File: config.mk
export PLATFORM = sky130hd
export DESIGN_NAME = mvna_front_flat
export DESIGN_NICKNAME = d
export VERILOG_FILES = /design/src/rtl/core/mvna_pkg.sv /design/src/rtl/core/mvna_if.sv /design/src/rtl/core/mvna_front.sv /design/src/flat_wrapper.sv
export SDC_FILE = /design/constraint.sdc
export NUM_CORES = 1
export LEC_CHECK = 0
export BUFFER_PORTS_ARGS = -buffer_cell sky130_fd_sc_hd__buf_2
export CAP_MARGIN = 20
export CORE_MARGIN = 10
export CORE_UTILIZATION = 50
export CTS_CLUSTER_SIZE = 8
export DETAILED_ROUTE_END_ITERATION = 8
export PLACE_DENSITY = 0.76
export SYNTH_ARGS = -nofsm -noshare
export SYNTH_HDL_FRONTEND = slang
export SYNTH_SLANG_ARGS = --single-unit
File: constraint.sdc
create_clock -name clk -period 5.76 [get_ports clk]
set_clock_uncertainty 0.15 [all_clocks]
set_input_delay 0.288 -clock clk [delete_from_list [all_inputs] [get_ports clk]]
set_output_delay 0.288 -clock clk [all_outputs]
set_load 0.02 [all_outputs]
File: src/rtl/core/mvna_pkg.sv
package mvna_pkg;

	localparam int POS_W  = 16;
	localparam int ACC_W  = 24;
	localparam int NRM_W  = 16;
	localparam int CROSS_W = 36;
	localparam int ONE_Q14 = 16384;

	typedef enum logic [1:0] {
		OP_WRITE = 2'd0,
		OP_CLEAR = 2'd1,
		OP_TRI   = 2'd2,
		OP_READ  = 2'd3
	} op_t;

	typedef struct packed {
		logic [1:0]  op;
		logic [9:0]  vertex_index;
		logic [15:0] pos_x;
		logic [15:0] pos_y;
		logic [15:0] pos_z;
		logic [9:0]  corner_a;
		logic [9:0]  corner_b;
		logic [9:0]  corner_c;
	} req_t;

	typedef struct packed {
		logic [15:0] normal_x;
		logic [15:0] normal_y;
		logic [15:0] normal_z;
		logic        status;
	} rsp_t;

	// classified request handed from front to back
	typedef struct packed {
		op_t         op;
		logic        bad;
		logic [9:0]  vertex_index;
		logic [47:0] pos;
		logic [9:0]  corner_a;
		logic [9:0]  corner_b;
		logic [9:0]  corner_c;
	} cmd_t;

endpackage

File: src/rtl/core/mvna_if.sv
interface mvna_req_if import mvna_pkg::*; ();
	logic valid;
	logic ready;
	req_t payload;
	modport source (output valid, output payload, input ready);
	modport sink (input valid, input payload, output ready);
endinterface


File: src/rtl/core/mvna_front.sv
module mvna_front import mvna_pkg::*; #(
	parameter int MAX_VERTICES = 1024
) (
	input  logic        clk,
	input  logic        arst_n,
	mvna_req_if.sink    req,
	input  logic        cfg_we,
	input  logic [10:0] cfg_wdata,
	output logic        cmd_valid,
	input  logic        cmd_ready,
	output cmd_t        cmd
);
	localparam int QD = 2;

	logic [10:0] vcount_q;
	logic [16:0] lim;
	cmd_t        fifo_q [QD];
	logic        wp_q, rp_q;
	logic [1:0]  cnt_q;
	cmd_t        c;
	logic        push, pop;

	always_ff @(posedge clk or negedge arst_n) begin
		if (!arst_n) vcount_q <= '0;
		else if (cfg_we) vcount_q <= cfg_wdata;
	end

	always_comb begin
		lim = (17'(vcount_q) < 17'(MAX_VERTICES)) ? 17'(vcount_q) : 17'(MAX_VERTICES);
		c.op = op_t'(req.payload.op);
		c.vertex_index = req.payload.vertex_index;
		c.pos = {req.payload.pos_x, req.payload.pos_y, req.payload.pos_z};
		c.corner_a = req.payload.corner_a;
		c.corner_b = req.payload.corner_b;
		c.corner_c = req.payload.corner_c;
		case (c.op)
			OP_CLEAR: c.bad = 1'b0;
			OP_TRI: c.bad = (17'(c.corner_a) >= lim) || (17'(c.corner_b) >= lim)
				|| (17'(c.corner_c) >= lim);
			default: c.bad = 17'(c.vertex_index) >= lim;
		endcase
	end

	assign req.ready = cnt_q != 2'(QD);
	assign push = req.valid && req.ready;
	assign cmd_valid = cnt_q != '0;
	assign pop = cmd_valid && cmd_ready;
	assign cmd = fifo_q[rp_q];

	always_ff @(posedge clk) if (push) fifo_q[wp_q] <= c;

	always_ff @(posedge clk or negedge arst_n) begin
		if (!arst_n) begin
			wp_q <= 1'b0; rp_q <= 1'b0; cnt_q <= '0;
		end else begin
			if (push) wp_q <= ~wp_q;
			if (pop) rp_q <= ~rp_q;
			cnt_q <= cnt_q + 2'(push) - 2'(pop);
		end
	end

	a_cnt: assert property (@(posedge clk) disable iff (!arst_n) cnt_q <= 2'(QD))
		else $error("queue overflow");
	a_nopush_full: assert property (@(posedge clk) disable iff (!arst_n)
		cnt_q == 2'(QD) |-> !push) else $error("push when full");
	a_pop: assert property (@(posedge clk) disable iff (!arst_n)
		pop |-> cnt_q != '0) else $error("pop when empty");
endmodule

File: src/flat_wrapper.sv
// flat-port wrapper written by rule: the top's interface ports become plain ports
module mvna_front_flat import mvna_pkg::*;
#(
	parameter int MAX_VERTICES = 1024
)
  (clk, arst_n, cfg_we, cfg_wdata, cmd_valid, cmd_ready, cmd, req_valid, req_payload, req_ready);
  mvna_req_if req_i ();
  input  logic clk;
  input  logic arst_n;
  input  logic cfg_we;
  input  logic [10:0] cfg_wdata;
  output logic cmd_valid;
  input  logic cmd_ready;
  output cmd_t cmd;
  input wire logic [$bits(req_i.valid)-1:0] req_valid;
  input wire logic [$bits(req_i.payload)-1:0] req_payload;
  output wire logic [$bits(req_i.ready)-1:0] req_ready;
  assign req_i.valid = req_valid;
  assign req_i.payload = req_payload;
  assign req_ready = req_i.ready;
  mvna_front #(.MAX_VERTICES(MAX_VERTICES)) u_core (.clk(clk), .arst_n(arst_n), .req(req_i), .cfg_we(cfg_we), .cfg_wdata(cfg_wdata), .cmd_valid(cmd_valid), .cmd_ready(cmd_ready), .cmd(cmd));
endmodule
# After elaboration in Yosys (flattened, before gate mapping)
# Memory sizes are Yosys's and may differ from the RTL's.
# Cells that the tools add are included.
word_totals:
  mem_bits_rw: 182
  elab_cells: 26
  regBits: 15
  mem_count: 1
  input_bits: 106
classes:
  reduce_logical: 5
  n_lt_le_gt_ge: 5
  n_mux: 4
  add_sub_neg: 2
  n_eq_ne: 3
  n_bitwise: 2
memory_table:
  columns: ["memory", "depth", "word_bits", "rd", "rd_clocked_by_memory_dff", "write_ports", "line", "text"]
  rows:
  - ["u_core.fifo_q", 2, 91, 1, 0, 1, "mvna_front.sv:17", "cmd_t fifo_q [QD];"]
ops:
  columns: ["operator", "count"]
  rows:
  - ["greater-or-equal comparator 10 x 17 -> 1 bit", 4]
  - ["< comparator 11 bit, second input constant", 1]
  - ["2-to-1 mux 11 bit", 1]
  - ["adder 2 x 1 -> 2 bit", 1]
  - ["== test 2 x 1 -> 1 bit, second input constant", 1]
  - ["== test 2 bit, second input constant", 1]
  - ["logical AND 1 bit", 2]
  - ["logical OR 1 bit", 2]
  - ["2-to-1 mux 1 bit", 2]
  - ["!= test 2 bit, second input constant", 1]
  - ["NOT 1 bit", 2]
  - ["case mux 1 bit (2 select lines)", 1]
  - ["nonzero test 2 bit", 1]
  - ["subtractor 2 x 1 -> 2 bit", 1]

# Depth between registers and ports, before layout
# Gate-level depths: netlist of run 1.
logic_depth:
  ltp_word: 6
  mapped_depth: 9

# Least setup slack after synthesis of run 1
# No wires, ideal clock.
synth_timing:
  path_kind: "register to register"
  from: "register u_core.cnt_q[1]"
  to: "memory u_core.fifo_q[0][0] in the netlist's numbering, enable pin"
  slack_ns: 0.549
  required_ns: 5.069
  t_arrival_ns: 4.520
  stages_incl_launch_ff: 4
  synth_period_minus_slack_ns: 5.211
  path_buffers: 0
  path_cell_list: "dfrtp_1 -> nand2_1 -> nand2_1 -> nor2_1"
synth_between:
  elab_chain_len: 4
synth_rtl:
  columns: ["element", "line", "text"]
  rows:
  - ["from (decl)", "mvna_front.sv:19", "logic [1:0] cnt_q;"]
  - ["from (signal assigned)", "mvna_front.sv:58", "cnt_q <= cnt_q + 2'(push) - 2'(pop);"]
  - ["!= test 2 bit", "mvna_front.sv:44", "assign req.ready = cnt_q != 2'(QD);"]
  - ["named net req_ready", "flat_wrapper.sv:17", "output wire logic [$bits(req_i.ready)-1:0] req_ready;"]
  - ["logical AND 1 bit", "mvna_front.sv:45", "assign push = req.valid && req.ready;"]
  - ["2-to-1 mux 1 bit", "mvna_front.sv:50", "always_ff @(posedge clk) if (push) fifo_q[wp_q] <= c;"]
  - ["2-to-1 mux 1 bit (implied by the code)", "mvna_front.sv:50", null]
  - ["to (decl)", "mvna_front.sv:17", null]
# The timed path passes the listed nets, and every way through them passes these cells.

==> reports/results.txt, run 1 <==
Post-route core utilization: 0.693
Post-CTS Setup Inserts: 0
Max-cap violations: 0
Crit Path Max Fanout: 60
Die Ht: 147 microns
Final slew viol count: 0
Static leakage: 0.00432 uW
EDFF count, synth: 182
Sequential share of the synthesized area: 0.726
Final nets: 894
Syn nets: 582
Clk_lat worst skew: 0.43 ns
Worst hold path startpoint: cmd_ready
Pin count of the biggest net entering global routing: 66
Layout Cells excl Fill: 974
Synth cell types: 38
Dominant cell type by area after synthesis: edfxtp_1
Initial antenna violation count: 0
Pwr/cell area: 446 nW/um^2
WL/cell: 20.6 microns
Cell count after synthesis: 433
H-tree depth: 4
Commonest non-fill, non-tap cell in the layout: buf_2
Area after DPL: 9310 sq um
Detailed Place HPWL: 13200 microns
Worst flop-to-flop path endpoint: u_core.fifo_q[1][88]
Overflow after GRT: 0
Final period util: 0.516
Flops & latches, synth: 197
Core Box Area: 15800 sq um
Post-CTS resize count: 0
CTS clock-pin slew for the worst setup and hold paths: 0.07 ns
Setup violators final: 0
Min cycle time layout: 2.97 ns
DIE AREA: 21600 sq um
Fmax: 0.336 GHz
Worst reg2reg setup slack: 3.06 ns
Type of the tightest min-delay check: primary input to flop
Layout cells sized above 1: 0.318
Signal arrival time at the worst endpoint: 2.54 ns
R2R depth: 8
Root Driver: clkbuf_16
First-pass GRT wire length: 30900 microns
Commonest non-fill, non-tap cells in the layout: buf_2 (198), edfxtp_1 (182), dlygate4sd3_1 (102)
Synthesized area: 8050 sq um
Worst EP required: 5.32 ns
Cts bufs inserted: 17
Initial Utilization: 0.509
Layout area overhead: 36.3%
Final Hold Viols: 0
Hold Buf Count CTS: 102
Max Buffers Root-to-Sink: 2
DRC viols: 0
Worst-Margin Slew: 0.880 ns
CP Launch Type: flop
Cells after DPL: 840
CTS Sinks: 197
I/O pin total: 199
Synth async-reset ratio: 0.0761
YS warnings: 0
TNS Setup: 0 ns
Slew HR: 0.414
Routed vias: 4948
Finished Cell Area: 11000 sq um
RR Startpoint: u_core.vcount_q[10]
Count of input and output buffers: 198
Floorplan die width: 147 microns
Routed wire length: 20000 microns
Worst VDD drop: 0.392 mV
ANT nets after route: 0
Run status: finished, final reports clean
Synth area leaders: edfxtp_1 (68%), mux2_1 (14%), ha_1 (6.7%), dfrtp_1 (4.7%), nand2_1 (0.56%)
CTS tree: done
Detailed router's first-iteration violation count: 235
Gpl congestion: 0.810
Ant diodes: 0
Vias in the first global route: 5543
Mean Syn Cell Area: 18.6 sq um
DR pass1 iterations: 4
Synth Flop Type: edfxtp_1
Share of the synthesized area in the top cell type: 0.679
Hold path cells: 3
CP endpoint kind: output port
Hold Slack: 0.0712 ns
Unrepaired setup endpoints after global routing: no
WS Path Type: flop to output port
WHS Endpoint: u_core.rp_q
GRT Overall Usage: 0.185
Row count: 46
Via/cell ratio: 5.08
==> final cells by class <==
type	count	area, sq um
Clock inverter	15	215
Multi-Input combinational cell	215	2130
Inverter	10	37.5
Sequential cell	197	5840
Clock buffer	17	425
Timing Repair Buffer	304	2040
Tap cell	216	270
Fill cell	1012	4860
==> state kept, by name, indices dropped and copies added (netlist names) <==
signal,flops
u_core.wp_q,1
u_core.vcount_q,11
u_core.rp_q,1
u_core.fifo_q,182
u_core.cnt_q,2
==> metrics by stage <==
stage               total power [uW]  worst slack, ns
finish                          4890             2.79
CTS                             4930             2.76
detailed placement              3600             3.12
global placement                3550             3.16
floorplan                       3070            0.549
global route                    5120             2.64
==> critical path: stages, from the launching register on <==
cell and delay [ns]:
dfrtp_4 0.73, buf_4 0.72, mux2_1 0.41, buf_2 0.17
==> where the power goes <==
| group | total [uW] | switching (uW) | internal [uW] |
|---|---|---|---|
| Combinational | 1560 | 990 | 566 |
| Clock | 1270 | 530 | 740 |
| Sequential | 2060 | 125 | 1940 |
==> cell usage after synthesis (2+ instances only) <==
master      n
edfxtp_1  182
mux2_1    101
ha_1       43
dfrtp_1    15
nand2_1    12
inv_1      10
buf_2       8
a21oi_1     6
o21ai_0     5
a21o_1      4
nor2_1      4
nor3_1      4
a211oi_1    3
clkbuf_1    3
nand2b_1    3
nand4_1     3
o21ai_1     3
xnor2_1     3
nor4_1      2
==> layer usage <==
metal | wire length [microns] | part of all wire | up-vias | track usage
met2 | 10100 | 0.50 | 177 | 0.313
met5 | 0 | 0 | - | 0
met3 | 1470 | 0.073 | 19 | 0.0513
met1 | 8240 | 0.41 | 2431 | 0.223
met4 | 264 | 0.013 | 0 | 0.0581
li1 | - | - | 2321 | -
==> how the worst max path moves through the flow <==
| stage | cells past startpoint | to | slack, ns | start |
|---|---|---|---|---|
| global route | 3 | cmd[38] | 2.64 | u_core.rp_q |
| CTS | 3 | cmd[38] | 2.76 | u_core.rp_q |
| detailed placement | 8 | u_core.fifo_q[1][88] | 3.12 | u_core.vcount_q[10] |
| finish | 3 | cmd[38] | 2.79 | u_core.rp_q |
| global placement | 8 | u_core.fifo_q[0][88] | 3.16 | u_core.vcount_q[10] |
| floorplan | 3 | u_core.fifo_q[0][0] | 0.55 | u_core.cnt_q[1] |
==> cell families (layout without fill, tap and decap cells) <==
group	count (synthesis)	in the layout	share of synthesized area
AO/OA/AOI/OAI	31	31	0.0269
multiplexers	102	102	0.143
buffers and inverters	21	346	0.0110
AND/OR/NAND/NOR	35	35	0.0225
flip-flops	197	197	0.726
XOR/XNOR	4	4	0.00435
adder cells (fa/ha/maj)	43	43	0.0668
No activity file was read; power rests on OpenSTA's default activity.
==> run 2: changes to the inputs <==
clock period = 2.8 ns   (was 5.76 ns; I/O delays follow)
==> run 2 against run 1 <==
Compared with the run above: cell area is 0.74% higher; die area stayed put; count of clock-buffer cells in the layout grew 3; routed wire length decreased by 0.50%; utilization rose by 0.51 points; worst hold slack got worse by 0.063 ns; final cell count up 0.82%; sequential share of layout area fell by 0.39 points; total power grew 100%; non-clock buffer count grew 7; combinational power up 110%; clock power rose by 91%.
==> reports/results.txt, run 2 (same netlist as run 1, synthesis figures left out) <==
Run status: finished, final reports clean (unchanged)
Max-cap violations: 0 (unchanged)
Final period util: 0.931
I/O pin total: 199 (unchanged)
Max reg flops: 182 (unchanged)
Routed vias: 5054 (was 4948)
Power after layout: 9990 uW (was 4890 uW)
Detailed router's first-iteration violation count: 303 (was 235)
Floorplan die width: 147 microns (unchanged)
Type of the tightest min-delay check: primary input to flop (unchanged)
Commonest non-fill, non-tap cell in the layout: buf_2 (unchanged)
Detailed Place HPWL: 13200 microns (about the same)
Max Buffers Root-to-Sink: 2 (unchanged)
Signal arrival time at the worst endpoint: 2.62 ns (was 2.54 ns)
DIE AREA: 21600 sq um (unchanged)
Initial antenna violation count: 1 (was 0)
WS Path Type: flop to flop (was flop to output port)
Crit Path Max Fanout: 9 (was 60)
Area after DPL: 9380 sq um (was 9310 sq um)
Final Hold Viols: 0 (unchanged)
Min cycle time layout: 2.61 ns
Overflow after GRT: 0 (unchanged)
Die Ht: 147 microns (unchanged)
Via/cell ratio: 5.15 (was 5.08)
Final nets: 901 (was 894)
Largest registers: u_core.fifo_q: 182 flops, u_core.vcount_q: 11 flops, u_core.cnt_q: 2 flops (unchanged)
Unrepaired setup endpoints after global routing: no (unchanged)
Post-CTS Setup Inserts: 0 (unchanged)
ANT nets after route: 0 (unchanged)
Layout area overhead: 37.3% (was 36.3%)
Worst VDD drop: 0.715 mV (was 0.392 mV)
Layout cells sized above 1: 0.314 (was 0.318)
Initial Utilization: 0.509 (unchanged)
Worst-Margin Slew: 0.704 ns (was 0.880 ns)
Slew HR: 0.529 (was 0.414)
Core Box Area: 15800 sq um (unchanged)
Worst EP required: 2.81 ns (was 5.32 ns)
CTS tree: done (unchanged)
DR pass1 iterations: 5 (was 4)
Gpl congestion: 0.860 (was 0.810)
Finished Cell Area: 11000 sq um (about the same)
Count of input and output buffers: 198 (unchanged)
Routed wire length: 19900 microns (was 20000 microns)
H-tree depth: 4 (unchanged)
GRT Overall Usage: 0.184 (was 0.185)
CP endpoint kind: flop (was output port)
Setup violators final: 0 (unchanged)
CTS clock-pin slew for the worst setup and hold paths: 0.07 ns (about the same)
Root Driver: clkbuf_16 (unchanged)
Hold Slack: 0.00794 ns (was 0.0712 ns)
Clk_lat worst skew: 0.43 ns (about the same)
Row count: 46 (unchanged)
DRC viols: 0 (unchanged)
First-pass GRT wire length: 30900 microns (about the same)
CTS Sinks: 197 (unchanged)
TNS Setup: 0 ns (unchanged)
Pwr/cell area: 904 nW/um^2 (was 446 nW/um^2)
Cts bufs inserted: 17 (unchanged)
Pin count of the biggest net entering global routing: 62 (was 66)
Static leakage: 0.00434 uW (was 0.00432 uW)
Vias in the first global route: 5540 (was 5543)
Fmax: 0.383 GHz
Final slew viol count: 0 (unchanged)
Commonest non-fill, non-tap cells in the layout: buf_2 (198), edfxtp_1 (182), dlygate4sd3_1 (107) (was buf_2 (198), edfxtp_1 (182), dlygate4sd3_1 (102))
WL/cell: 20.3 microns (was 20.6 microns)
Biggest register: u_core.fifo_q (unchanged)
CP Launch Type: flop (unchanged)
Post-route core utilization: 0.698 (was 0.693)
run 2: critical path, cell delays in order, from the launching register on:
cell and delay [ns]:
dfrtp_1 0.44, inv_2 0.16, nand2_1 0.17, ha_1 0.34
a21o_1 0.18, a21o_1 0.18, a2111oi_2 0.35, o21ai_1 0.11
a32o_1 0.28
run 2: what timing repair did:
item / in CTS / in global routing
hold endpoints to repair: 208 / 0
setup endpoints to repair: 0 / 2
resized for setup: 0 / 2
hold buffers: 107 / 0
run 2: cell type report:
class                      instances  area (sq um)
sequential                       197          5840
antenna                            1          2.50
clock buffer                      20           437
clock inverter                    12           153
tap                              216           270
timing repair buffer             311          2170
inverter                          10          37.5
multi-input combinational        215          2130
fill                            1030          4780
run 2: final timing paths:
kind | endpoint | start | slack [ns] | depth (start not counted)
max in group asynchronous | u_core.rp_q | arst_n | 1.30 | 3
min in group asynchronous | u_core.vcount_q[3] | arst_n | 0.67 | 3
worst max-delay path | u_core.fifo_q[1][88] | u_core.vcount_q[10] | 0.19 | 8
worst min register to register | u_core.vcount_q[7] | u_core.vcount_q[7] | 0.35 | 1
worst max register to register | u_core.fifo_q[1][88] | u_core.vcount_q[10] | 0.19 | 8
worst min-delay path | u_core.vcount_q[3] | cfg_we | 0.008 | 2
run 2: power by group:
group | switching [uW] | internal, uW | total [uW] | leakage (uW)
registers | 253 | 3980 | 4240 | 0.00187
logic | 2060 | 1270 | 3320 | 0.00220
clock network | 1020 | 1410 | 2430 | 0.000280
total | 3330 | 6650 | 9990 | 0.00434
run 2: metal layers:
metal | track usage | up-vias | share of wire
met2 | 0.314 | 210 | 0.51
li1 | - | 2344 | -
met4 | 0.0616 | 0 | 0.017
met3 | 0.0525 | 26 | 0.069
met5 | 0 | - | 0
met1 | 0.220 | 2474 | 0.40
run 2: metrics by stage:
stage,worst slack [ns],instances
2_1_floorplan,0.122,433
3_3_place_gp,0.229,842
3_5_place_dp,0.150,842
4_1_cts,0.135,981
5_1_grt,0.0483,982
6_report,0.192,982
==> run 3: changes to the inputs <==
BUFFER_PORTS_ARGS = default   (was -buffer_cell sky130_fd_sc_hd__buf_2)
DONT_BUFFER_PORTS = 1   (was default)
PLACE_DENSITY = default   (was 0.76)
==> run 3 against run 2 <==
Compared with the run above: routed wire length down 6.8%; register-to-register slack worse by 0.02 ns; via count fell by 15%; worst setup slack worse by 0.025 ns; critical path type unchanged; worst hold slack better by 0.037 ns; critical endpoint is now u_core.fifo_q[0][88]; critical path depth is 1 higher; sequential power barely moved.
==> reports/results.txt, run 3 (same netlist as run 1, synthesis figures left out) <==
Vias in the first global route: 4597 (was 5540)
Count of input and output buffers: 0 (was 198)
NetSw: 3130 uW (was 3330 uW)
Max Buffers Root-to-Sink: 2 (unchanged)
ANT nets after route: 0 (unchanged)
Max reg flops: 182 (unchanged)
Biggest register: u_core.fifo_q (unchanged)
Pwr/cell area: 917 nW/um^2 (was 904 nW/um^2)
Routed vias: 4272 (was 5054)
Initial antenna violation count: 2 (was 1)
CTS Sinks: 197 (unchanged)
Post-route core utilization: 0.637 (was 0.698)
Root Driver: clkbuf_16 (unchanged)
Gpl congestion: 0.784 (was 0.860)
Row count: 46 (unchanged)
Static leakage: 0.00358 uW (was 0.00434 uW)
Signal arrival time at the worst endpoint: 2.65 ns (was 2.62 ns)
Detailed Place HPWL: 12200 microns (was 13200 microns)
Overflow after GRT: 0 (unchanged)
Combinational Power Share: 0.290 (was 0.333)
Power after layout: 9240 uW (was 9990 uW)
Detailed router's first-iteration violation count: 226 (was 303)
Worst-path cell chain: nor2b_1, buf_4, ha_1, nand2b_4, a211oi_2, nor3_1, a2111oi_2, o21ai_1, a32o_1 (was inv_2, nand2_1, ha_1, a21o_1, a21o_1, a2111oi_2, o21ai_1, a32o_1)
Core Box Area: 15800 sq um (unchanged)
Setup violators final: 0 (unchanged)
Crit Path Max Fanout: 5 (was 9)
Routed wire length: 18600 microns (was 19900 microns)
Layout cells sized above 1: 0.0696 (was 0.314)
Max-cap violations: 0 (unchanged)
Slew HR: 0.540 (was 0.529)
Pin count of the biggest net entering global routing: 59 (was 62)
Fmax: 0.380 GHz (was 0.383 GHz)
Floorplan die width: 147 microns (unchanged)
Layout area overhead: 25.3% (was 37.3%)
CP top delay family: compound AO/OA/AOI/OAI gates (unchanged)
WS Path Type: flop to flop (unchanged)
Type of the tightest min-delay check: primary input to asynchronous set/reset pin (was primary input to flop)
Area after DPL: 8370 sq um (was 9380 sq um)
Run status: finished, final reports clean (unchanged)
CP endpoint kind: flop (unchanged)
Commonest non-fill, non-tap cell in the layout: edfxtp_1 (was buf_2)
Worst EP required: 2.82 ns (was 2.81 ns)
Clk_lat worst skew: 0.43 ns (about the same)
DR pass1 iterations: 7 (was 5)
Internal power: 6110 uW (was 6650 uW)
Min cycle time layout: 2.63 ns (was 2.61 ns)
I/O pin total: 199 (unchanged)
Die Ht: 147 microns (unchanged)
GRT Overall Usage: 0.172 (was 0.184)
CP Launch Type: flop (unchanged)
First-pass GRT wire length: 28100 microns (was 30900 microns)
Cts bufs inserted: 17 (unchanged)
CP max-delay cell: dfrtp_1 (unchanged)
Worst path bufs/invs: 1 (unchanged)
CTS clock-pin slew for the worst setup and hold paths: 0.07 ns (about the same)
Final period util: 0.940 (was 0.931)
Worst VDD drop: 0.717 mV (was 0.715 mV)
Sw Ratio: 0.339 (was 0.334)
RR Startpoint: u_core.vcount_q[10] (unchanged)
Hold Slack: 0.0453 ns (was 0.00794 ns)
Final slew viol count: 0 (unchanged)
Final nets: 711 (was 901)
CTS tree: done (unchanged)
Initial Utilization: 0.509 (unchanged)
TNS Setup: 0 ns (unchanged)
Critical path launch point: u_core.vcount_q[10] (unchanged)
Largest stage delay, worst path: 0.43 ns (was 0.44 ns)
DIE AREA: 21600 sq um (unchanged)
Finished Cell Area: 10100 sq um (was 11000 sq um)
Final Hold Viols: 0 (unchanged)
Via/cell ratio: 5.39 (was 5.15)
Worst-Margin Slew: 0.688 ns (was 0.704 ns)
Unrepaired setup endpoints after global routing: no (unchanged)
Post-CTS Setup Inserts: 0 (unchanged)
Commonest non-fill, non-tap cells in the layout: edfxtp_1 (182), dlygate4sd3_1 (115), mux2_1 (101) (was buf_2 (198), edfxtp_1 (182), dlygate4sd3_1 (107))
Seq pwr share: 0.459 (was 0.424)
DRC viols: 0 (unchanged)
WL/cell: 23.5 microns (was 20.3 microns)
H-tree depth: 4 (unchanged)
Largest registers: u_core.fifo_q: 182 flops, u_core.vcount_q: 11 flops, u_core.cnt_q: 2 flops (unchanged)
Clk pwr share: 0.251 (was 0.243)
[run 3: cell count changes in the layout (fill, tap and decap cells not counted), moves of 2 or more]
cell,change
clkinv_1,+3
buf_2,-198
buf_4,+2
buf_12,-2
clkbuf_1,-2
dlygate4sd3_1,+8
[run 3: through the flow]
| stage | setup slack (ns) | instances |
|---|---|---|
| after floorplan | 0.122 | 433 |
| after global placement | 0.224 | 644 |
| after detailed placement | 0.0971 | 644 |
| after CTS | 0.0847 | 791 |
| after global routing | 0.0341 | 792 |
| final | 0.167 | 792 |
[run 3: repair_timing]
item	4_1_cts	5_1_grt
gates resized for setup	0	1
endpoints found under the hold margin	211	0
setup endpoints to repair	0	2
hold buffers	115	0
[run 3: final cells by class]
class,instances,area [sq um]
sequential,197,5840
fill,1128,5740
multi-input combinational,215,2130
timing repair buffer,121,1230
clock buffer,18,429
tap,216,270
clock inverter,14,134
inverter,10,37.5
antenna,1,2.50
[run 3: power groups by stage]
stage,Combinational [uW],Clock [uW],Sequential (uW)
floorplan,2120,0,4160
global placement,2550,0,4270
detailed placement,2560,0,4300
CTS,2740,2380,4240
global route,2880,2490,4300
finish,2680,2320,4240
[run 3: final timing paths]
path | slack [ns] | end | depth (start not counted)
min in group clk | 0.08 | u_core.fifo_q[1][88] | 3
min | 0.05 | u_core.vcount_q[8] | 1
max reg2reg | 0.17 | u_core.fifo_q[0][88] | 9
max | 0.17 | u_core.fifo_q[0][88] | 9
min reg2reg | 0.36 | u_core.cnt_q[1] | 1
max in group asynchronous | 1.95 | u_core.rp_q | 1
[run 3: routing by layer]
layer	vias to the layer above	track usage	share of wire
met4	0	0.0601	0.019
met5	-	0	0
li1	1960	-	-
met3	24	0.0565	0.075
met2	148	0.289	0.50
met1	2140	0.204	0.40
